### src/mrsp_pkg.sv
package mrsp_pkg;

    // Queue geometry shared by the command queue and the result queue
    localparam int Q_DEPTH = 2;
    localparam int Q_PTR_W = 1;
    localparam int Q_CNT_W = 2;

    // Byte classes produced by the front end
    localparam logic [2:0] K_DATA       = 3'd0; // data byte, bit 7 clear
    localparam logic [2:0] K_CLEAR_EMIT = 3'd1; // reset / active sense
    localparam logic [2:0] K_EMIT       = 3'd2; // real-time and tune request
    localparam logic [2:0] K_STAT_TWO   = 3'd3; // status with two data bytes
    localparam logic [2:0] K_STAT_ONE   = 3'd4; // status with one data byte
    localparam logic [2:0] K_CLEAR      = 3'd5; // other system bytes, silent clear

    // Parser phases
    localparam logic [1:0] PH_IDLE   = 2'd0;
    localparam logic [1:0] PH_ONE    = 2'd1;
    localparam logic [1:0] PH_FIRST  = 2'd2;
    localparam logic [1:0] PH_SECOND = 2'd3;

    // Message lengths
    localparam logic [1:0] LEN_ONE   = 2'd1;
    localparam logic [1:0] LEN_TWO   = 2'd2;
    localparam logic [1:0] LEN_THREE = 2'd3;

    typedef struct packed {
        logic [2:0] kind;
        logic [7:0] rx_byte;
    } t_cmd;

    // Command channel between front and back
    typedef struct packed {
        logic valid;
        t_cmd cmd;
    } t_cmd_chan;

    typedef struct packed {
        logic [1:0] length;
        logic [7:0] status;
        logic [6:0] first_data;
        logic [6:0] second_data;
    } t_result;

    function automatic logic [2:0] classify(input logic [7:0] b);
        logic [2:0] k;
        if (!b[7]) begin
            k = K_DATA;
        end else if (b inside {8'hFF, 8'hFE}) begin
            k = K_CLEAR_EMIT;
        end else if (b inside {8'hF8, 8'hFA, 8'hFB, 8'hFC, 8'hF6}) begin
            k = K_EMIT;
        end else if (b == 8'hF2) begin
            k = K_STAT_TWO;
        end else if (b == 8'hF3) begin
            k = K_STAT_ONE;
        end else if (b[7:4] == 4'hF) begin
            k = K_CLEAR;
        end else if (b[7:4] inside {4'hC, 4'hD}) begin
            k = K_STAT_ONE;
        end else begin
            k = K_STAT_TWO;
        end
        return k;
    endfunction

endpackage

### src/mrsp_front.sv
module mrsp_front
    import mrsp_pkg::*;
(
    input  logic      i_clk,
    input  logic      i_rst_n,
    input  logic      push,
    output logic      full,
    input  logic [7:0] i_rx_byte,
    output t_cmd_chan o_chan,
    input  logic      i_take
);

    t_cmd                r_q [Q_DEPTH];
    logic [Q_PTR_W-1:0]  r_wr_ptr;
    logic [Q_PTR_W-1:0]  r_rd_ptr;
    logic [Q_CNT_W-1:0]  r_count;
    logic [Q_CNT_W-1:0]  n_count;
    logic                push_ok;
    logic                pop_ok;

    assign full    = (r_count == Q_CNT_W'(Q_DEPTH));
    assign push_ok = push && !full;
    assign pop_ok  = i_take && (r_count != '0);

    assign o_chan.valid = (r_count != '0);
    assign o_chan.cmd   = r_q[r_rd_ptr];

    always_comb begin
        n_count = r_count;
        if (push_ok && !pop_ok) begin
            n_count = r_count + 1'b1;
        end else if (pop_ok && !push_ok) begin
            n_count = r_count - 1'b1;
        end
    end

    always_ff @(posedge i_clk) begin
        if (!i_rst_n) begin
            r_wr_ptr <= '0;
            r_rd_ptr <= '0;
            r_count  <= '0;
        end else begin
            if (push_ok) begin
                r_wr_ptr <= r_wr_ptr + 1'b1;
            end
            if (pop_ok) begin
                r_rd_ptr <= r_rd_ptr + 1'b1;
            end
            r_count <= n_count;
        end
    end

    // classify on the way in
    always_ff @(posedge i_clk) begin
        if (push_ok) begin
            r_q[r_wr_ptr] <= '{kind: classify(i_rx_byte), rx_byte: i_rx_byte};
        end
    end

    a_count_range: assert property (@(posedge i_clk) disable iff (!i_rst_n)
        r_count <= Q_CNT_W'(Q_DEPTH))
        else $error("command queue count out of range");

    a_push_visible: assert property (@(posedge i_clk) disable iff (!i_rst_n)
        (push_ok && r_count == '0) |=> o_chan.valid)
        else $error("transfer into empty command queue not visible");

    a_no_phantom: assert property (@(posedge i_clk) disable iff (!i_rst_n)
        (r_count == '0 && !push_ok) |=> !o_chan.valid)
        else $error("command queue shows entry without transfer");

endmodule

### src/mrsp_back.sv
module mrsp_back
    import mrsp_pkg::*;
(
    input  logic       i_clk,
    input  logic       i_rst_n,
    input  t_cmd_chan  i_chan,
    output logic       o_take,
    output logic       empty,
    input  logic       pop,
    output logic [1:0] o_msg_length,
    output logic [7:0] o_msg_status,
    output logic [6:0] o_msg_first_data,
    output logic [6:0] o_msg_second_data
);

    logic [1:0]          r_phase;
    logic [7:0]          r_running;
    logic [6:0]          r_held_first;
    logic [6:0]          r_held_second;
    logic [1:0]          n_phase;
    logic [7:0]          n_running;
    logic [6:0]          n_held_first;
    logic [6:0]          n_held_second;
    logic                emit;
    t_result             res;

    t_result             r_res [Q_DEPTH];
    logic [Q_PTR_W-1:0]  r_wr_ptr;
    logic [Q_PTR_W-1:0]  r_rd_ptr;
    logic [Q_CNT_W-1:0]  r_count;
    logic [Q_CNT_W-1:0]  n_count;
    logic                pop_ok;
    logic                push_ok;
    logic [6:0]          data;

    assign empty  = (r_count == '0);
    assign pop_ok = pop && !empty;
    // room in the result queue, counting a pop in the same cycle
    assign o_take = i_chan.valid && ((r_count != Q_CNT_W'(Q_DEPTH)) || pop_ok);
    assign data   = i_chan.cmd.rx_byte[6:0];

    always_comb begin
        n_phase       = r_phase;
        n_running     = r_running;
        n_held_first  = r_held_first;
        n_held_second = r_held_second;
        emit          = 1'b0;
        res           = '0;
        case (i_chan.cmd.kind)
            K_CLEAR_EMIT: begin
                n_phase    = PH_IDLE;
                n_running  = '0;
                emit       = 1'b1;
                res.length = LEN_ONE;
                res.status = i_chan.cmd.rx_byte;
            end
            K_EMIT: begin
                emit       = 1'b1;
                res.length = LEN_ONE;
                res.status = i_chan.cmd.rx_byte;
            end
            K_STAT_TWO: begin
                n_phase   = PH_FIRST;
                n_running = i_chan.cmd.rx_byte;
            end
            K_STAT_ONE: begin
                n_phase   = PH_ONE;
                n_running = i_chan.cmd.rx_byte;
            end
            K_CLEAR: begin
                n_phase   = PH_IDLE;
                n_running = '0;
            end
            K_DATA: begin
                case (r_phase)
                    PH_ONE: begin
                        n_held_first    = data;
                        emit            = 1'b1;
                        res.length      = LEN_TWO;
                        res.status      = r_running;
                        res.first_data  = data;
                        res.second_data = r_held_second;
                    end
                    PH_FIRST: begin
                        n_held_first = data;
                        n_phase      = PH_SECOND;
                    end
                    PH_SECOND: begin
                        n_held_second   = data;
                        n_phase         = PH_FIRST;
                        emit            = 1'b1;
                        res.length      = LEN_THREE;
                        res.status      = r_running;
                        res.first_data  = r_held_first;
                        res.second_data = data;
                    end
                    default: begin
                    end
                endcase
            end
            default: begin
            end
        endcase
    end

    assign push_ok = o_take && emit;

    always_comb begin
        n_count = r_count;
        if (push_ok && !pop_ok) begin
            n_count = r_count + 1'b1;
        end else if (pop_ok && !push_ok) begin
            n_count = r_count - 1'b1;
        end
    end

    always_ff @(posedge i_clk) begin
        if (!i_rst_n) begin
            r_phase       <= PH_IDLE;
            r_running     <= '0;
            r_held_first  <= '0;
            r_held_second <= '0;
            r_wr_ptr      <= '0;
            r_rd_ptr      <= '0;
            r_count       <= '0;
        end else begin
            if (o_take) begin
                r_phase       <= n_phase;
                r_running     <= n_running;
                r_held_first  <= n_held_first;
                r_held_second <= n_held_second;
            end
            if (push_ok) begin
                r_wr_ptr <= r_wr_ptr + 1'b1;
            end
            if (pop_ok) begin
                r_rd_ptr <= r_rd_ptr + 1'b1;
            end
            r_count <= n_count;
        end
    end

    always_ff @(posedge i_clk) begin
        if (push_ok) begin
            r_res[r_wr_ptr] <= res;
        end
    end

    assign o_msg_length      = r_res[r_rd_ptr].length;
    assign o_msg_status      = r_res[r_rd_ptr].status;
    assign o_msg_first_data  = r_res[r_rd_ptr].first_data;
    assign o_msg_second_data = r_res[r_rd_ptr].second_data;

    a_res_count: assert property (@(posedge i_clk) disable iff (!i_rst_n)
        r_count <= Q_CNT_W'(Q_DEPTH))
        else $error("result queue count out of range");

    a_len_nonzero: assert property (@(posedge i_clk) disable iff (!i_rst_n)
        !empty |-> (o_msg_length != 2'd0 && o_msg_status[7]))
        else $error("result with bad length or status");

    a_short_zero: assert property (@(posedge i_clk) disable iff (!i_rst_n)
        (!empty && o_msg_length == LEN_ONE) |->
        (o_msg_first_data == '0 && o_msg_second_data == '0))
        else $error("one-byte message carries data");

    a_three_rearm: assert property (@(posedge i_clk) disable iff (!i_rst_n)
        (push_ok && res.length == LEN_THREE) |=> r_phase == PH_FIRST)
        else $error("parser not rearmed after three-byte message");

endmodule

### src/midi_running_status_parser.sv
// Path: a transferred byte is written into the front command queue; the back
// parser then writes its message (if any) into the result queue, read at the ports.
// Throughput: one byte per cycle; the parser retires one queued byte per cycle
// as long as the two-entry result queue has room or is popped the same cycle.
// Reset: synchronous, active low; both queues empty, parser idle, running
// status and held data bytes zero.
module midi_running_status_parser
    import mrsp_pkg::*;
(
    input  logic       i_clk,
    input  logic       i_rst_n,
    // byte input side, queue style
    input  logic       push,
    output logic       full,
    input  logic [7:0] i_rx_byte,
    // message output side, queue style
    output logic       empty,
    input  logic       pop,
    output logic [1:0] o_msg_length,
    output logic [7:0] o_msg_status,
    output logic [6:0] o_msg_first_data,
    output logic [6:0] o_msg_second_data
);

    // classified bytes waiting for the parser
    t_cmd_chan chan;
    // parser takes the head command this cycle
    logic      take;

    // Front: classifies each received byte (data, status with one or two
    // data bytes, real-time, clearing system bytes) and queues it.
    mrsp_front u_front (
        .i_clk     (i_clk),
        .i_rst_n   (i_rst_n),
        .push      (push),
        .full      (full),
        .i_rx_byte (i_rx_byte),
        .o_chan    (chan),
        .i_take    (take)
    );

    // Back: running-status state machine plus held data bytes; completed
    // messages go into a small result queue so the parser keeps moving
    // while a message waits to be popped.
    mrsp_back u_back (
        .i_clk             (i_clk),
        .i_rst_n           (i_rst_n),
        .i_chan            (chan),
        .o_take            (take),
        .empty             (empty),
        .pop               (pop),
        .o_msg_length      (o_msg_length),
        .o_msg_status      (o_msg_status),
        .o_msg_first_data  (o_msg_first_data),
        .o_msg_second_data (o_msg_second_data)
    );

endmodule
### config.mk
export PLATFORM = sky130hd
export DESIGN_NAME = midi_running_status_parser
export DESIGN_NICKNAME = d
export VERILOG_FILES = /design/src/mrsp_pkg.sv /design/src/mrsp_front.sv /design/src/mrsp_back.sv /design/src/midi_running_status_parser.sv
export SDC_FILE = /design/constraint.sdc
export NUM_CORES = 1
export LEC_CHECK = 0
export BUFFER_PORTS_ARGS = -buffer_cell sky130_fd_sc_hd__buf_2
export CORE_MARGIN = 3
export CORE_UTILIZATION = 30
export CTS_CLUSTER_SIZE = 10
export DETAILED_ROUTE_END_ITERATION = 7
export GPL_ROUTABILITY_DRIVEN = 1
export MAX_ROUTING_LAYER = met4
export RECOVER_POWER = 25
export SYNTH_ARGS = -nofsm -noshare
export SYNTH_HDL_FRONTEND = slang
export SYNTH_HIERARCHICAL = 1
export SYNTH_SLANG_ARGS = --single-unit
export TNS_END_PERCENT = 100
### constraint.sdc
create_clock -name i_clk -period 3 [get_ports i_clk]
set_clock_uncertainty 0.2 [all_clocks]
set_input_delay 0.15 -clock i_clk [delete_from_list [all_inputs] [get_ports i_clk]]
set_output_delay 0.15 -clock i_clk [all_outputs]
set_load 0.1 [all_outputs]
==> results of run 1 <==
[through the flow]
stage,total power [mW],setup slack [ns],util,hold slack (ns),cells
floorplan,3.88,0.349,-,0.0489,327
global placement,4.19,0.597,0.333,0.202,538
detailed placement,4.23,0.539,0.333,0.209,538
CTS,5.36,0.496,0.358,0.0653,562
global route,5.53,0.340,0.356,0.127,562
finish,5.28,0.500,0.356,0.0691,562
[where the power goes]
part / internal, mW / switching, mW
combinational: 0.546 / 1.70
sequential: 1.83 / 0.101
clock: 0.578 / 0.530
[sequential cells by signal, indices dropped and copies added (netlist names), 2 cells and up, named ones only]
name and cells:
u_back/r_count 2, u_back/r_held_first 7, u_back/r_held_second 7, u_back/r_phase 2, u_back/r_res 48, u_back/r_running 8, u_front/r_count 2, u_front/r_q 22
[repair_timing]
item | in CTS | in global routing
hold buffers | 8 | 0
gates resized for setup | 0 | 0
endpoints found under the hold margin | 16 | 0
[placed cells by master, fill, tap and decap left out, drive strengths merged, types with 4 or more instances in the layout]
cell,count
inv,12
buf,33
nand2,37
nand4,9
ha,5
xnor2,5
mux2,35
mux2i,16
and2,8
a22o,22
a21oi,4
edfxtp,70
o21ai,13
dlygate4sd3,8
nor2,7
nand2b,6
dfxtp,34
clkbuf,19
[worst register-to-register path, stage by stage (launching register included)]
cell and delay, ns:
dfxtp_1 0.43, mux2_2 0.48, nor2_1 0.18, nand2_1 0.07, and3_1 0.23, ha_1 0.32, or3_1 0.35, a21boi_0 0.16
[path summary, 6_finish.rpt]
path                            slack, ns               startpoint                      end
worst max register to register       0.50                 register        u_back/r_count[1]
worst min-delay path                 0.07                     push         u_front/r_wr_ptr
worst max-delay path                 0.50                 register        u_back/r_count[1]
worst min register to register       0.26  u_back/r_held_second[2]  u_back/r_held_second[2]
[metal layers]
metal	global-route usage	wire (um)
met5	-	0
met4	0.0325	128
met3	0.0282	355
met2	0.160	3680
met1	0.140	4100
[cells by family after synthesis]
logic type	Yosys count	share of synthesized area
AOI/OAI and AO/OA	49	0.0827
xor gates and xnor gates	7	0.0136
adders and majority gates	5	0.0139
buffers and inverters	24	0.0289
DFF	104	0.619
muxes	51	0.123
and+or+nand+nor	87	0.119
[area by class of cell]
type	count	area (um^2)	area share
Sequential cell	104	2780	0.536
Multi-Input combinational cell	199	1570	0.302
Timing Repair Buffer	51	295	0.0569
Tap cell	184	230	0.0443
Clock buffer	9	225	0.0434
Clock inverter	7	58.8	0.0113
Inverter	8	30.0	0.00578
==> summary.md, run 1 <==
| Metric | Value |
|---|---|
| Die area | `16500 um^2` |
| Final nets | `390` |
| Tightest Pin Transition | `1.17 ns` |
| Dpl cell area | `4860 um^2` |
| Setup CP Type | `register to register` |
| Leakage power | `1.88 nW` |
| Final period utilization | `0.833` |
| DRC | `0` |
| Vias/cell | `4.75` |
| Hold Path Depth | `4` |
| Row Count | `44` |
| Synthesized cell area | `4500 um^2` |
| Largest net degree at the start of global routing | `52` |
| Diode count | `0` |
| Crit path cell chain | `mux2_2 > nor2_1 > nand2_1 > and3_1 > ha_1 > or3_1 > a21boi_0` |
| Share of cells above drive strength 1 | `0.257` |
| Endpoints failing setup | `0` |
| First-pass GRT wire length | `13400 um` |
| Die W | `128 um` |
| Seq/Total Area, Yosys | `0.619` |
| Sink Count | `104` |
| Crit path depth | `7` |
| Peak supply drop | `0.338 mV` |
| Drt wl/cell | `14.7 um` |
| CTS root buffer | `clkbuf_16` |
| Fin crit period | `2.50 ns` |
| Synth Flop Type | `edfxtp_1` |
| Critical path required time | `3.06 ns` |
| Crit path max fanout | `10` |
| IO Port Bufs | `37` |
| Setup TNS Final | `0 ns` |
| Synth cell count leaders | `70 x edfxtp_1, 35 x mux2_2, 34 x dfxtp_1, 34 x nand2_1, 22 x a22o_1` |
| Placeable Area | `14600 um^2` |
| TritonCTS buffer count | `9` |
| Top-count cell post-synth | `edfxtp_1` |
| Initial core utilization | `0.308` |
| Max-Cap Viols | `0` |
| Worst-case reg-to-reg path depth | `7` |
| Syn_nets | `344` |
| Final WL | `8260 um` |
| IO Count | `38` |
| Worst hold path class | `input port to register` |
| Die Y | `128 um` |
| Buf/Inv on CP | `0` |
| Synthesis warning total | `6` |
| Power per Cell Area | `1020 nW/um^2` |
| Synth async-reset ratio | `0` |
| Pins Over Slew Limit | `0` |
| Max Clock Freq | `400 MHz` |
| RSZ-0062 raised after global routing | `no` |
| Number of fill cells | `1366` |
| Grt total ovfl | `0` |
| CP delay by family, top | `simple AND/OR/NAND/NOR gates` |
| Initial antenna violation count | `0` |
| Synthesized area per cell | `13.7 um^2` |
| Startpoint Class | `register` |
| Leading area contributor after synthesis | `edfxtp_1` |
| CP max stage cell | `mux2_2` |
| Final hold vios | `0` |
| EDFF count, synth | `70` |
| Largest cells by area after synthesis | `edfxtp_1 47%, dfxtp_1 15%, mux2_2 8.8%, a22o_1 4.3%, mux2i_1 3.6%` |
| Clk_lat worst skew | `0.34 ns` |
| H-Tree Depth | `3` |
| ANT nets after route | `0` |
| Routed vias | `2669` |
| Setup Buffers After CTS | `0` |
| HPWL after DPL | `5540 um` |
| Top cell type's share of synthesized area | `0.468` |
| Initial DRT Pass Iterations | `4` |
| Layout overhead on the synthesized area | `15.5%` |
| Clock-pin slew on the worst setup and hold paths | `0.07 ns` |
| DRT iter0 DRCs | `131` |
| Critical Path Max Stage Delay | `0.48 ns` |
| CTS tree | `yes` |
| Status | `completed` |
| Design Area, Final | `5190 um^2` |
| Arr. time, crit path | `2.56 ns` |
| Synth cell types | `48` |
| Total GRT Usage | `0.106` |
| CP endpoint kind | `register` |
| Clock Path Buffers | `2` |
| Mapped Cells | `327` |
| RePlAce Congestion | `0.729` |
| Vias in the first global route | `2571` |
| #FFs+latches synth | `104` |
| Max-slew headroom | `0.222` |
Power figures use the tool's default switching activity.
==> inputs of run 2 (changes only) <==
==> constraint.sdc (replaced) <==
create_clock -name i_clk -period 2.6 [get_ports i_clk]
set_clock_uncertainty 0.2 [all_clocks]
set_input_delay 0.13 -clock i_clk [delete_from_list [all_inputs] [get_ports i_clk]]
set_output_delay 0.13 -clock i_clk [all_outputs]
set_load 0.1 [all_outputs]
==> run 2 against run 1 <==
Effect of this change: total power is 16% higher; clock-buffer cell count rose by 1; first-iteration DRC count is 34% higher; via count is the same; setup slack worse by 0.25 ns; sequential share of layout area down 0.66 points; non-clock buffer count is 6 higher; wire length rose by 1.2%; global-route usage grew 0.49 points; largest cell class unchanged.
==> summary.md, run 2 (same netlist as run 1, synthesis figures left out) <==
| Metric | Value |
|---|---|
| Status | `completed (unchanged)` |
| Tightest Pin Transition | `1.16 ns (was 1.17 ns)` |
| Crit path cell chain | `mux2_2 > a21oi_1 > and3_1 > ha_1 > or3_1 > a21boi_0 (was mux2_2 > nor2_1 > nand2_1 > and3_1 > ha_1 > or3_1 > a21boi_0)` |
| Design Area, Final | `5260 um^2 (was 5190 um^2)` |
| Clock Power Share | `0.202 (was 0.210)` |
| Max Clock Freq | `426 MHz (was 400 MHz)` |
| Vias in the first global route | `2678 (was 2571)` |
| R2r setup slk | `0.25 ns (was 0.50 ns)` |
| Placeable Area | `14600 um^2 (unchanged)` |
| Final WL | `8360 um (was 8260 um)` |
| Share of cells above drive strength 1 | `0.266 (was 0.257)` |
| Critical path required time | `2.67 ns (was 3.06 ns)` |
| Row Count | `44 (unchanged)` |
| CP endpoint kind | `register (unchanged)` |
| Largest net degree at the start of global routing | `52 (unchanged)` |
| Total GRT Usage | `0.111 (was 0.106)` |
| Biggest register | `u_back/r_res (unchanged)` |
| Switching pwr | `2.67 mW (was 2.33 mW)` |
| CTS tree | `yes (unchanged)` |
| Die area | `16500 um^2 (unchanged)` |
| Sink Count | `104 (unchanged)` |
| Dpl cell area | `4930 um^2 (was 4860 um^2)` |
| HPWL after DPL | `5590 um (was 5540 um)` |
| Commonest cells after routing, fill and taps aside | `70 x edfxtp_1, 35 x mux2_2, 34 x nand2_1, 34 x dfxtp_1, 28 x buf_2 (unchanged)` |
| Clk_lat worst skew | `0.34 ns (about the same)` |
| Leakage power | `1.91 nW (was 1.88 nW)` |
| Total power | `6.14 mW (was 5.28 mW)` |
| Worst hold path class | `input port to register (unchanged)` |
| Setup TNS Final | `0 ns (unchanged)` |
| Vias/cell | `4.70 (was 4.75)` |
| RePlAce Congestion | `0.755 (was 0.729)` |
| Diode count | `0 (unchanged)` |
| Switch share | `0.435 (was 0.441)` |
| ANT nets after route | `0 (unchanged)` |
| Arr. time, crit path | `2.42 ns (was 2.56 ns)` |
| IO Count | `38 (unchanged)` |
| Drt wl/cell | `14.7 um (about the same)` |
| Startpoint Class | `register (unchanged)` |
| Setup CP Type | `register to register (unchanged)` |
| Grt total ovfl | `0 (unchanged)` |
| H-Tree Depth | `3 (unchanged)` |
| Worst-case reg-to-reg path depth | `6 (was 7)` |
| Initial antenna violation count | `0 (unchanged)` |
| Largest regs | `u_back/r_res x48, u_front/r_q x22, u_back/r_running x8 (unchanged)` |
| Sequential share of power | `0.363 (was 0.366)` |
| Max-Cap Viols | `0 (unchanged)` |
| Die W | `128 um (unchanged)` |
| IO Port Bufs | `37 (unchanged)` |
| Logic pwr share | `0.436 (was 0.425)` |
| Hold Path Origin | `push (unchanged)` |
| CP delay by family, top | `simple AND/OR/NAND/NOR gates (unchanged)` |
| Crit path depth | `6 (was 7)` |
| Number of fill cells | `1429 (was 1366)` |
| Die Y | `128 um (unchanged)` |
| Layout overhead on the synthesized area | `16.9% (was 15.5%)` |
| Pins Over Slew Limit | `0 (unchanged)` |
| Final period utilization | `0.904 (was 0.833)` |
| TritonCTS buffer count | `9 (unchanged)` |
| Final nets | `396 (was 390)` |
| Max reg flops | `48 (unchanged)` |
| Initial DRT Pass Iterations | `4 (unchanged)` |
| Endpoints failing setup | `0 (unchanged)` |
| Clock-pin slew on the worst setup and hold paths | `0.07 ns (about the same)` |
| RSZ-0062 raised after global routing | `no (unchanged)` |
| Initial core utilization | `0.308 (unchanged)` |
| Peak supply drop | `0.497 mV (was 0.338 mV)` |
| Fin crit period | `2.35 ns (was 2.50 ns)` |
| Buf/Inv on CP | `0 (unchanged)` |
| Final hold vios | `0 (unchanged)` |
| Clock Path Buffers | `2 (unchanged)` |
| First-pass GRT wire length | `13800 um (was 13400 um)` |
| RR Endpoint | `u_back/r_count[1] (unchanged)` |
| Internal | `3.47 mW (was 2.95 mW)` |
| CP max stage cell | `mux2_2 (unchanged)` |
| DRT iter0 DRCs | `175 (was 131)` |
| Most common cell after layout, fill and taps aside | `edfxtp_1 (unchanged)` |
| Crit path max fanout | `10 (unchanged)` |
| Power per Cell Area | `1170 nW/um^2 (was 1020 nW/um^2)` |
| DRC | `0 (unchanged)` |
| Max-slew headroom | `0.230 (was 0.222)` |
| Routed vias | `2669 (unchanged)` |
| CTS root buffer | `clkbuf_16 (unchanged)` |
| CP Capture Point | `u_back/r_count[1] (unchanged)` |
| Critical Path Max Stage Delay | `0.48 ns (about the same)` |
-- run 2: worst min-delay path by stage --
| stage | endpoint | slack, ns | cells after the start |
|---|---|---|---|
| after global routing | u_front/r_wr_ptr | 0.09 | 4 |
| after CTS | u_front/r_wr_ptr | 0.04 | 4 |
| after floorplan | u_front/r_q[0][0] | 0.03 | 0 |
| after detailed placement | u_front/r_q[0][7] | 0.18 | 1 |
| after global placement | u_front/r_q[0][7] | 0.18 | 1 |
| final | u_front/r_wr_ptr | 0.05 | 4 |
-- run 2: repair_timing --
action,in CTS,in global routing
buffers inserted,0,0
endpoints found under the hold margin,20,0
resized for setup,0,0
hold buffers,8,0
-- run 2: layer usage --
metal | global-route usage | vias to the layer above | wire [um] | share of wire
li1 | - | 1323 | - | -
met1 | 0.141 | 1277 | 4010 | 0.48
met2 | 0.168 | 60 | 3810 | 0.46
met3 | 0.0365 | 9 | 435 | 0.052
met4 | 0.0350 | 0 | 107 | 0.013
met5 | - | - | 0 | 0
-- run 2: cell type report --
type | count | area, um^2 | area share
Multi-Input combinational cell | 199 | 1580 | 0.300
Timing Repair Buffer | 57 | 365 | 0.0695
Inverter | 8 | 30.0 | 0.00571
Clock inverter | 6 | 42.5 | 0.00809
Tap cell | 184 | 230 | 0.0438
Clock buffer | 10 | 229 | 0.0436
Sequential cell | 104 | 2780 | 0.529
-- run 2: through the flow --
stage | setup slack [ns] | instances | hold slack (ns) | utilization
2_1_floorplan | 0.0177 | 327 | 0.0289 | -
3_3_place_gp | 0.318 | 544 | 0.183 | 0.338
3_5_place_dp | 0.245 | 544 | 0.184 | 0.338
4_1_cts | 0.219 | 568 | 0.0435 | 0.362
5_1_grt | 0.0835 | 568 | 0.0896 | 0.360
6_report | 0.251 | 568 | 0.0497 | 0.360
-- run 2: worst min-delay path, cell delays in order --
cell,delay (ns)
buf_2,0.09
nand2_1,0.09
xnor2_1,0.14
and2_0,0.11
-- run 2: power by group through the flow --
stage	combinational, mW	clock [mW]	sequential, mW
final	2.67	1.24	2.23
after global routing	2.84	1.35	2.26
after CTS	2.71	1.28	2.23
after detailed placement	2.69	0	2.27
after global placement	2.66	0	2.25
after floorplan	2.25	0	2.23
